<file path="config.mk">
export PLATFORM = sky130hd
export DESIGN_NAME = weekly_light_event_table
export DESIGN_NICKNAME = d
export VERILOG_FILES = /design/src/design/wlet_pkg.sv /design/src/design/wlet_mem.sv /design/src/design/wlet_ctrl.sv /design/src/design/weekly_light_event_table.sv
export SDC_FILE = /design/constraint.sdc
export NUM_CORES = 2
export LEC_CHECK = 0
export ABC_AREA = 0
export BUFFER_PORTS_ARGS = -buffer_cell sky130_fd_sc_hd__buf_2
export CORE_ASPECT_RATIO = 0.6
export CORE_MARGIN = 2
export CORE_UTILIZATION = 49
export DETAILED_ROUTE_END_ITERATION = 7
export PLACE_DENSITY = 0.7
export SLEW_MARGIN = 40
export SYNTH_ARGS = -nofsm -noshare
export SYNTH_HDL_FRONTEND = slang
export SYNTH_SLANG_ARGS = --single-unit
export TNS_END_PERCENT = 20
</file>
<file path="constraint.sdc">
create_clock -name clk -period 9.6 [get_ports clk]
set_clock_uncertainty 0.15 [all_clocks]
set_input_delay 0.48 -clock clk [delete_from_list [all_inputs] [get_ports clk]]
set_output_delay 0.48 -clock clk [all_outputs]
set_load 0.005 [all_outputs]
</file>
<file path="src/design/wlet_pkg.sv">
// Shared types, codes and helpers of the weekly light event table.
`timescale 1ns / 1ps

package wlet_pkg;

    localparam int EVENT_SLOTS_DEF = 64;

    localparam logic OP_SCHEDULE = 1'b0;
    localparam logic OP_TICK     = 1'b1;

    localparam logic [3:0] CODE_EVERYDAY = 4'd7;
    localparam logic [3:0] CODE_WEEKDAY  = 4'd8;
    localparam logic [3:0] CODE_WEEKEND  = 4'd9;

    localparam logic [2:0] DAY_SUNDAY   = 3'd0;
    localparam logic [2:0] DAY_MONDAY   = 3'd1;
    localparam logic [2:0] DAY_FRIDAY   = 3'd5;
    localparam logic [2:0] DAY_SATURDAY = 3'd6;

    typedef struct packed {
        logic        op;
        logic [7:0]  light_id;
        logic [3:0]  day_code;
        logic        action;
        logic [10:0] minute;
        logic [2:0]  today;
    } item_t;

    typedef struct packed {
        logic       fired;
        logic [7:0] out_light;
        logic       out_action;
        logic       last;
    } result_t;

    // stored event, same bit layout as the slot word
    typedef struct packed {
        logic [10:0] minute;
        logic        action;
        logic [3:0]  day_code;
        logic [7:0]  light;
    } entry_t;

    localparam int ENTRY_W = $bits(entry_t);

    typedef enum logic [1:0] {
        ST_IDLE,
        ST_SCAN,
        ST_FLUSH
    } state_t;

    function automatic logic day_matches(input logic [3:0] code, input logic [2:0] today);
        logic hit;
        hit = 1'b0;
        if (code == CODE_EVERYDAY)
        begin
            hit = 1'b1;
        end
        if (code == {1'b0, today})
        begin
            hit = 1'b1;
        end
        if (code == CODE_WEEKEND && (today == DAY_SATURDAY || today == DAY_SUNDAY))
        begin
            hit = 1'b1;
        end
        if (code == CODE_WEEKDAY && today >= DAY_MONDAY && today <= DAY_FRIDAY)
        begin
            hit = 1'b1;
        end
        return hit;
    endfunction

endpackage

</file>
<file path="src/design/wlet_mem.sv">
// Slot memory: one write port, one read port, registered read data.
`timescale 1ns / 1ps

module wlet_mem #(
    parameter int DEPTH = wlet_pkg::EVENT_SLOTS_DEF,
    localparam int AW = (DEPTH > 1) ? $clog2(DEPTH) : 1
) (
    input  logic                        clk,
    input  logic                        wr_en,
    input  logic [AW-1:0]               wr_addr,
    input  logic [wlet_pkg::ENTRY_W-1:0] wr_data,
    input  logic                        rd_en,
    input  logic [AW-1:0]               rd_addr,
    output logic [wlet_pkg::ENTRY_W-1:0] rd_data
);

    logic [wlet_pkg::ENTRY_W-1:0] mem [DEPTH];
    logic [wlet_pkg::ENTRY_W-1:0] rd_data_reg;

    always_ff @(posedge clk)
    begin
        if (wr_en)
        begin
            mem[wr_addr] <= wr_data;
        end
    end

    // read data holds while no read is issued
    always_ff @(posedge clk)
    begin
        if (rd_en)
        begin
            rd_data_reg <= mem[rd_addr];
        end
    end

    assign rd_data = rd_data_reg;

endmodule

</file>
<file path="src/design/wlet_ctrl.sv">
// Sequencer: slot allocation, tick scan over the slot memory, result register.
`timescale 1ns / 1ps

module wlet_ctrl #(
    parameter int EVENT_SLOTS = wlet_pkg::EVENT_SLOTS_DEF,
    localparam int AW = (EVENT_SLOTS > 1) ? $clog2(EVENT_SLOTS) : 1
) (
    input  logic                          clk,
    input  logic                          rst_n,
    input  logic                          item_valid,
    output logic                          item_ready,
    input  wlet_pkg::item_t               item,
    output logic                          result_valid,
    input  logic                          result_ready,
    output wlet_pkg::result_t             result,
    output logic                          wr_en,
    output logic [AW-1:0]                 wr_addr,
    output logic [wlet_pkg::ENTRY_W-1:0]  wr_data,
    output logic                          rd_en,
    output logic [AW-1:0]                 rd_addr,
    input  logic [wlet_pkg::ENTRY_W-1:0]  rd_data
);

    localparam int CW = $clog2(EVENT_SLOTS + 1);

    wlet_pkg::state_t  state_reg, state_next;
    logic [CW-1:0]     count_reg, count_next;
    logic [AW-1:0]     addr_reg, addr_next;
    logic [2:0]        today_reg, today_next;
    logic [10:0]       minute_reg, minute_next;
    logic              pend_valid_reg, pend_valid_next;
    logic [7:0]        pend_light_reg, pend_light_next;
    logic              pend_action_reg, pend_action_next;
    logic              out_valid_reg, out_valid_next;
    wlet_pkg::result_t out_reg, out_next;

    wlet_pkg::entry_t  entry;
    wlet_pkg::entry_t  new_entry;
    logic              accept;
    logic              out_free;
    logic              hit;
    logic              scan_end;
    logic              scan_step;
    logic              push;
    wlet_pkg::result_t push_data;

    // slots are freed only by reset, so used slots form a prefix and the fill count is the free slot
    assign entry     = wlet_pkg::entry_t'(rd_data);
    assign accept    = item_valid && item_ready;
    assign out_free  = !out_valid_reg || result_ready;
    assign hit       = wlet_pkg::day_matches(entry.day_code, today_reg)
                       && (entry.minute == minute_reg);
    assign scan_end  = (CW'(addr_reg) + CW'(1)) == count_reg;
    // a second hit has to push the held one out first
    assign scan_step = !(hit && pend_valid_reg) || out_free;

    always_comb
    begin
        new_entry.minute   = item.minute;
        new_entry.action   = item.action;
        new_entry.day_code = item.day_code;
        new_entry.light    = item.light_id;
    end

    // next state
    always_comb
    begin
        state_next = state_reg;
        case (state_reg)
            wlet_pkg::ST_IDLE:
            begin
                if (item_valid && item.op == wlet_pkg::OP_TICK)
                begin
                    state_next = (count_reg == '0) ? wlet_pkg::ST_FLUSH : wlet_pkg::ST_SCAN;
                end
            end
            wlet_pkg::ST_SCAN:
            begin
                if (scan_step && scan_end)
                begin
                    state_next = wlet_pkg::ST_FLUSH;
                end
            end
            wlet_pkg::ST_FLUSH:
            begin
                if (out_free)
                begin
                    state_next = wlet_pkg::ST_IDLE;
                end
            end
            default:
            begin
                state_next = wlet_pkg::ST_IDLE;
            end
        endcase
    end

    // outputs and datapath
    always_comb
    begin
        item_ready       = 1'b0;
        wr_en            = 1'b0;
        wr_addr          = count_reg[AW-1:0];
        wr_data          = new_entry;
        rd_en            = 1'b0;
        rd_addr          = '0;
        push             = 1'b0;
        push_data        = '0;
        count_next       = count_reg;
        addr_next        = addr_reg;
        today_next       = today_reg;
        minute_next      = minute_reg;
        pend_valid_next  = pend_valid_reg;
        pend_light_next  = pend_light_reg;
        pend_action_next = pend_action_reg;
        case (state_reg)
            wlet_pkg::ST_IDLE:
            begin
                item_ready = 1'b1;
                if (accept && item.op == wlet_pkg::OP_SCHEDULE)
                begin
                    if (count_reg < CW'(EVENT_SLOTS))
                    begin
                        wr_en      = 1'b1;
                        count_next = count_reg + CW'(1);
                    end
                end
                else if (accept)
                begin
                    today_next      = item.today;
                    minute_next     = item.minute;
                    pend_valid_next = 1'b0;
                    addr_next       = '0;
                    rd_en           = (count_reg != '0);
                end
            end
            wlet_pkg::ST_SCAN:
            begin
                if (scan_step)
                begin
                    if (hit)
                    begin
                        push                 = pend_valid_reg;
                        push_data.fired      = 1'b1;
                        push_data.out_light  = pend_light_reg;
                        push_data.out_action = pend_action_reg;
                        push_data.last       = 1'b0;
                        pend_valid_next      = 1'b1;
                        pend_light_next      = entry.light;
                        pend_action_next     = entry.action;
                    end
                    if (!scan_end)
                    begin
                        addr_next = addr_reg + AW'(1);
                        rd_en     = 1'b1;
                        rd_addr   = addr_reg + AW'(1);
                    end
                end
            end
            wlet_pkg::ST_FLUSH:
            begin
                push                 = out_free;
                push_data.fired      = pend_valid_reg;
                push_data.out_light  = pend_valid_reg ? pend_light_reg : 8'd0;
                push_data.out_action = pend_valid_reg && pend_action_reg;
                push_data.last       = 1'b1;
                if (out_free)
                begin
                    pend_valid_next = 1'b0;
                end
            end
            default:
            begin
                item_ready = 1'b0;
            end
        endcase
    end

    always_comb
    begin
        out_valid_next = out_valid_reg;
        out_next       = out_reg;
        if (push)
        begin
            out_valid_next = 1'b1;
            out_next       = push_data;
        end
        else if (result_ready)
        begin
            out_valid_next = 1'b0;
        end
    end

    always_ff @(posedge clk or negedge rst_n)
    begin
        if (!rst_n)
        begin
            state_reg      <= wlet_pkg::ST_IDLE;
            count_reg      <= '0;
            pend_valid_reg <= 1'b0;
            out_valid_reg  <= 1'b0;
        end
        else
        begin
            state_reg      <= state_next;
            count_reg      <= count_next;
            pend_valid_reg <= pend_valid_next;
            out_valid_reg  <= out_valid_next;
        end
    end

    always_ff @(posedge clk)
    begin
        addr_reg        <= addr_next;
        today_reg       <= today_next;
        minute_reg      <= minute_next;
        pend_light_reg  <= pend_light_next;
        pend_action_reg <= pend_action_next;
        out_reg         <= out_next;
    end

    assign result_valid = out_valid_reg;
    assign result       = out_reg;

endmodule

</file>
<file path="src/design/weekly_light_event_table.sv">
// Top level of the weekly light event table.
`timescale 1ns / 1ps

// Weekly light event table.
// Input channel item_valid/item_ready/item carries one beat per item: op selects
// schedule (store light, day code, minute, action in the next free slot) or tick
// (today and current minute). Results leave on result_valid/result_ready/result.
// A schedule beat gives no result; with every slot in use it is dropped. A tick
// reads the used slots one per cycle, unless a stalled receiver holds the scan,
// through the single read port of the slot memory. Each matching slot gives one
// beat in slot order; the final beat of a tick has last set, and a tick without
// a match gives one beat with fired clear.
// A finished result sits in an output register, so a new item is taken while it
// waits; a stalled receiver holds the scan only when a further result is due.
// Reset frees every slot at once and discards the stored events as well as any
// pending result and any result waiting in the output register.
module weekly_light_event_table #(
    parameter int EVENT_SLOTS = wlet_pkg::EVENT_SLOTS_DEF
) (
    input  logic              clk,
    input  logic              rst_n,
    input  logic              item_valid,
    output logic              item_ready,
    input  wlet_pkg::item_t   item,
    output logic              result_valid,
    input  logic              result_ready,
    output wlet_pkg::result_t result
);

    localparam int AW = (EVENT_SLOTS > 1) ? $clog2(EVENT_SLOTS) : 1;

    logic                         wr_en;
    logic [AW-1:0]                wr_addr;
    logic [wlet_pkg::ENTRY_W-1:0] wr_data;
    logic                         rd_en;
    logic [AW-1:0]                rd_addr;
    logic [wlet_pkg::ENTRY_W-1:0] rd_data;

    wlet_ctrl #(
        .EVENT_SLOTS(EVENT_SLOTS)
    ) u_ctrl (
        .clk         (clk),
        .rst_n       (rst_n),
        .item_valid  (item_valid),
        .item_ready  (item_ready),
        .item        (item),
        .result_valid(result_valid),
        .result_ready(result_ready),
        .result      (result),
        .wr_en       (wr_en),
        .wr_addr     (wr_addr),
        .wr_data     (wr_data),
        .rd_en       (rd_en),
        .rd_addr     (rd_addr),
        .rd_data     (rd_data)
    );

    wlet_mem #(
        .DEPTH(EVENT_SLOTS)
    ) u_mem (
        .clk    (clk),
        .wr_en  (wr_en),
        .wr_addr(wr_addr),
        .wr_data(wr_data),
        .rd_en  (rd_en),
        .rd_addr(rd_addr),
        .rd_data(rd_data)
    );

    // a taken tick drops item_ready while its scan and flush run
    a_tick_busy: assert property (@(posedge clk) disable iff (!rst_n)
        (item_valid && item_ready && item.op == wlet_pkg::OP_TICK) |=> !item_ready)
        else $error("item taken straight after a tick");

    // schedule beats never stall the input
    a_sched_ready: assert property (@(posedge clk) disable iff (!rst_n)
        (item_valid && item_ready && item.op == wlet_pkg::OP_SCHEDULE) |=> item_ready)
        else $error("input stalled after a schedule beat");

    // a no-match beat is the only beat of its tick and carries no action
    a_nofire_last: assert property (@(posedge clk) disable iff (!rst_n)
        (result_valid && !result.fired) |->
        (result.last && result.out_light == 8'd0 && !result.out_action))
        else $error("malformed no-match result");

    // memory read and write never collide
    a_mem_port: assert property (@(posedge clk) disable iff (!rst_n)
        !(wr_en && rd_en))
        else $error("slot memory read and write in the same cycle");

endmodule
</file>
* Word level (Yosys, flattened, before mapping)
Memory sizes are Yosys's and may differ from the RTL's. A register that Yosys moved wholly into a read port is not among the register bits.
Cells that the tools add are included.
** Storage, ports and cells
- Register bits :: 51
- Latch bits :: 0
- Memory bits (writable) :: 1536
- ROM bits :: 0
- Input bits :: 32
- Memories kept :: 1
** Cells by class
- $add $sub $neg :: 3
- $mul :: 0
- Div/mod/pow operators :: 0
- $lt $le $gt $ge :: 3
- Equal/unequal tests :: 17
- Shifts and indexed selects :: 0
- Multiplexer cells :: 43
- Bitwise logic cells :: 2
- Reduce and logical (&&, ||, !) cells :: 28
** Memories
- u_mem.mem :: words 64, bits a word 24, read ports 1, clocked after memory_dff 1, wr ports 1, RTL line wlet_mem.sv:17 : logic [wlet_pkg::ENTRY_W-1:0] mem [DEPTH];
** Operator list (number)
- 6-bit 2-to-1 mux :: 7
- 1-bit 2-to-1 mux :: 23
- 11-bit 2-to-1 mux :: 2
- 11-bit case mux with 2 select lines :: 1
- 2-bit by 1-bit inequality test with 1-bit output, second input constant :: 6
- 6-bit case mux with 2 select lines :: 1
- 3-bit AND reduction :: 4
- 11-bit == test :: 1
- 1-bit logical AND :: 10
- 4-bit == test, second input constant :: 2
- 2-bit 2-to-1 mux :: 4
- 8-bit 2-to-1 mux :: 1
- 6-bit by 1-bit adder with 7-bit output, second input constant :: 1
- 7-bit by 1-bit adder with 7-bit output, second input constant :: 1
- 7-bit == test :: 1
- 7-bit logical NOT :: 1
- 7-bit < comparator, second input constant :: 1
- 7-bit nonzero test :: 1
- 6-bit by 1-bit adder with 6-bit output, second input constant :: 1
- 2-bit case mux with 3 select lines :: 1
- 6-bit AND reduction :: 1
- 5-bit AND reduction :: 1
- 4-bit by 3-bit == test with 1-bit output :: 1
- 4-bit by 3-bit == test with 1-bit output, second input constant :: 1
- other kinds (15) :: 22

* Logic depth before layout (Yosys ltp)
- Depth in word-level cells :: 12
- Mapped depth :: 13
- Gate-level depth less buffers :: 9

* Hierarchy
A second synthesis with hierarchy kept.
** Second synthesis, totals
- Cell total of the unflattened synthesis :: 2826
- Area total of the unflattened synthesis :: 62190.9 um2
** Modules (own cells, without submodules)
- wlet_mem :: times used 1, cells an instance 2610, area each 59535.8 um2
- wlet_ctrl :: times used 1, cells an instance 216, area each 2655.0 um2

* Worst setup path before layout
No wires, ideal clock.
- Kind :: register to register
- From :: register u_ctrl.addr_reg[0]
- To :: register u_mem.rd_data_reg, in the netlist u_mem.rd_data[0], read port of u_mem.mem, enable pin
- Arrival :: 3.095 ns
- Setup slack :: 5.794 ns
- Stages on the path, launching flop included :: 12
- Path buffers :: 4
- Period minus slack after synthesis :: 3.806 ns
- Path through :: edfxtp_1 -> ha_1 -> buf_2 -> xor2_1 -> nor3_1 -> nand4_1 -> o31a_1 -> nand2_1 -> buf_4 -> buf_4 -> buf_2 -> o21ai_0
** On the way
- Cells in the longest elaborated chain, start to end :: 5
- Elaborated cells between the ends (all ways) :: 9
- Classes of those cells :: 2 x add/sub; 1 x eq/ne; 6 x mux
** Ends and longest elaborated chain
- from (decl) :: RTL line wlet_ctrl.sv:28 : logic [AW-1:0] addr_reg, addr_next;
- from (signal assigned) :: RTL line wlet_ctrl.sv:214 : addr_reg <= addr_next;
- 6-bit by 1-bit adder with 7-bit output :: RTL line wlet_ctrl.sv:53 : assign scan_end = (CW'(addr_reg) + CW'(1)) == count_reg;
- 7-bit == test :: RTL line wlet_ctrl.sv:53
- 1-bit 2-to-1 mux :: RTL line wlet_ctrl.sv:152 : if (!scan_end)
- 1-bit 2-to-1 mux :: RTL line wlet_ctrl.sv:139 : if (scan_step)
- 1-bit case mux with 2 select lines :: RTL line wlet_ctrl.sv:116 : case (state_reg)
- named net rd_en :: RTL line weekly_light_event_table.sv:35 : logic rd_en;
- to (decl) :: RTL line wlet_mem.sv:18 : logic [wlet_pkg::ENTRY_W-1:0] rd_data_reg;
The timed path passes the listed nets, and every way through them passes these cells.
A chain may end at the register's enable or synchronous reset.

* Final worst setup path
- From :: register u_ctrl.addr_reg[0]
- To :: register u_mem.rd_data_reg, in the netlist u_mem.rd_data[19], read port of u_mem.mem, data pin
** On the way
- Cells in the longest elaborated chain, start to end :: 5
- Elaborated cells between the ends (all ways) :: 9
- Classes of those cells :: 2 x add/sub; 1 x eq/ne; 6 x mux
** Ends and longest elaborated chain (RTL line)
- 6-bit by 1-bit adder with 7-bit output :: wlet_ctrl.sv:53
- 7-bit == test :: wlet_ctrl.sv:53
- 1-bit 2-to-1 mux / 6-bit 2-to-1 mux (equally long branches) :: wlet_ctrl.sv:152
- 1-bit 2-to-1 mux / 6-bit 2-to-1 mux (equally long branches) :: wlet_ctrl.sv:139
- 1-bit case mux with 2 select lines / 6-bit 2-to-1 mux (equally long branches) :: wlet_ctrl.sv:116
Parallel ways exist; a longest one is shown, timed or not.

==> results.cfg <==
[detailed_routing]
vias = 37670
drtPass1Iterations = 6
routed_via_density = 6.684
drt-initial-drc-count = 7094
drc_errors = 0
routedWlPerCell_um = 33.99
wl_um = 191500
postRouteAntennaNets = 0

[clock_tree]
cts-root-buf = clkbuf_16
clk_latency_ns = 0.78
clkSinkCount = 1611
ctsHoldBuffers = 7
cts_setup_buffers = 0
cts_tree = yes
ctsHtreeMaxLevel = 4
clockBufferDepth = 3
cts_resized = 0
clk_pin_slew_ns = 0.07
numCtsBuffers = 140

[timing]
setup_viol_count_final = 0
tightest_slew_ns = 0.9300
rsz0062_at_grt = no
min_period_ns = 5.468
period_share_pct = 56.96
fmax_mhz = 182.9
fin_ws_ns = 4.132
maxSlewViolCount = 0
relSlewSlack_pct = 37.34
finalSetupTns_ns = 0
hold_viol = 0

[logic_synthesis]
ys_async_sr_fraction_pct = 0.6828
seq_area_frac_synth_pct = 75.91
synth.avg_cell_area_um2 = 17.03
synthFlopType = edfxtp_1
synthCells = 3737
ys_warn_count = 0
synth.area.mux_share_pct = 8.226
synth_compound_area_share_pct = 8.886
yosys.area.top_type = edfxtp_1
syn_area_um2 = 63660
synth-seq-cells = 1611
synthSimpleGateAreaFrac_pct = 4.509
syn-num-nets = 3776
synth_area_leaders = edfxtp_1 75%, mux4_2 5.0%, mux2_2 1.6%
synth.top_cell.area_share_pct = 75.48
ys_types = 57
synthAdderAreaFrac_pct = 0.1376
synth_top_family_by_area = compound AO/OA/AOI/OAI gates
synth_xor_area_share_pct = 0.4717
synth_edf_count = 1600

[global_routing]
grt_max_degree = 128
grt_usage_pct = 28.49
antenna_found_initial = 10
grt_pass1_wl_um = 269900
grt_overflow = 0
grt_pass1_vias = 34740

[setup_path]
cp_data_arrival_time_ns = 5.94
cp_max_fo = 59
worstPathRequired_ns = 10.07
r2r_slack_ns = 4.13
rr_worst_depth = 9
reg2reg_to = u_mem.rd_data[19]
end_kind = flop
crit_type = flop to flop
r2r_start = u_ctrl.addr_reg[0]
start_kind = flop

[final_layout]
syn_to_final_growth_pct = 11.97
utilization_pct = 55.30
layout.nets = 3845
drive_gt1_share_pct = 18.62
largest_reg_flops = 1536
final_cells = 5635

[power]
powerDensity_nw_per_um2 = 315.8
p_total_mw = 22.51
static-leakage-power_nw = 22.31
vdd_ir_drop_max_v = 0.0003658

[placement]
dp_slack_ns = 4.291
dp_cells = 5362
detailed_place_hpwl_um = 111000
gp_congestion = 0.9482
port_buffers = 44

[hold_path]
min_to = u_ctrl.count_reg[0]
hold_path.class = input port to flop
hold_path_depth = 4
hp-start = item_valid

[job]
drv_cap = 0

[floorplanning]
ios = 45
die_area_um2 = 132900
num_rows = 102
start_util_pct = 49.39
die_h_um = 283.2
die-width_um = 469.3
coreArea_um2 = 128900

[status]
status = complete, no violations
==> worst max-delay path by stage <==
| stage | end | slack (ns) | from | cells past startpoint |
|---|---|---|---|---|
| floorplan | u_mem.rd_data[0] | 5.79 | u_ctrl.addr_reg[0] | 11 |
| global placement | u_mem.rd_data[12] | 4.07 | u_ctrl.addr_reg[0] | 11 |
| detailed placement | u_mem.rd_data[12] | 4.29 | u_ctrl.addr_reg[0] | 11 |
| CTS | u_mem.rd_data[12] | 4.26 | u_ctrl.addr_reg[0] | 11 |
| global route | u_mem.rd_data[16] | 4.04 | u_ctrl.addr_reg[0] | 9 |
| finish | u_mem.rd_data[19] | 4.13 | u_ctrl.addr_reg[0] | 9 |
==> cell usage in the layout, fill, tap and decap left out, types with 45 or more instances in the layout <==
cell type,Yosys,routed
nor3_1,100,97
nand4_1,53,53
buf_4,7,104
nand3_1,69,65
mux2_2,93,93
o22ai_1,140,140
o221ai_1,77,76
nor2_1,173,107
a21oi_1,188,188
o21ai_0,169,168
mux4_2,142,142
buf_2,51,45
nor2_2,0,59
edfxtp_1,1600,1600
nand2_1,120,117
a21o_1,49,49
o211ai_1,95,95
mux2i_1,99,99
clkbuf_16,0,147
==> area by class of cell <==
class	count	area, µm²
fill	9772	57620
sequential	1611	48320
multi-input combinational	1841	14570
clock buffer	169	3719
tap	1716	2147
timing repair buffer	203	1788
clock inverter	82	689.4
inverter	9	33.78
antenna	4	10.01
==> metal layers <==
layer / track usage (%) / vias up / routed length (µm)
met5: 0 / - / 59
met4: 7.176 / 10 / 4562
met3: 11.47 / 323 / 30410
met2: 38.45 / 2812 / 79690
met1: 42.84 / 19250 / 76820
li1: - / 15280 / -
==> synthesized netlist by cell type, types with 22 or more instances <==
library cell  number
a211o_1           24
a21o_1            49
a21oi_1          188
a22oi_1           22
a2bb2oi_1         26
buf_1             22
buf_2             51
clkbuf_1         191
edfxtp_1        1600
mux2_2            93
mux2i_1           99
mux4_2           142
nand2_1          120
nand2b_1          26
nand3_1           69
nand4_1           53
nor2_1           173
nor3_1           100
o211a_1           26
o211ai_1          95
o21ai_0          169
o221ai_1          77
o22ai_1          140
o32ai_1           23
or3_1             32
xnor2_1           25
==> stage by stage <==
step | hold WS [ns] | instance area [µm²]
2_1_floorplan | 0.03441 | 63660
3_3_place_gp | 0.2326 | 66250
3_5_place_dp | 0.2242 | 66590
4_1_cts | 0.02067 | 71060
5_1_grt | 0.08065 | 71270
6_report | 0.06747 | 71280
==> worst max-delay path, stage by stage, from the launching register on <==
cell and delay, ns:
edfxtp_1 0.44, ha_4 0.66, buf_4 0.72, or2_4 0.68, buf_4 0.73, buf_4 0.63, o211ai_1 0.30, nand4_1 0.26
o21ai_0 0.31, nand4_1 0.19
==> report_power, final <==
| part | internal [mW] | total (mW) | leakage (nW) | switching [mW] |
|---|---|---|---|---|
| Clock | 3.04 | 5.61 | 2.16 | 2.57 |
| Combinational | 2.80 | 8.78 | 5.62 | 5.99 |
| Sequential | 7.96 | 8.12 | 14.5 | 0.159 |
==> kinds of logic (layout without fill, tap and decap cells) <==
group / Yosys count / in the layout
AOI/OAI and AO/OA: 863 / 863
adders and majority gates: 7 / 7
and+or+nand+nor: 606 / 606
muxes: 334 / 334
xor gates and xnor gates: 31 / 31
buffers and inverters: 285 / 463
other: 0 / 4
DFF: 1611 / 1611
(Power assumes the default switching activity.)
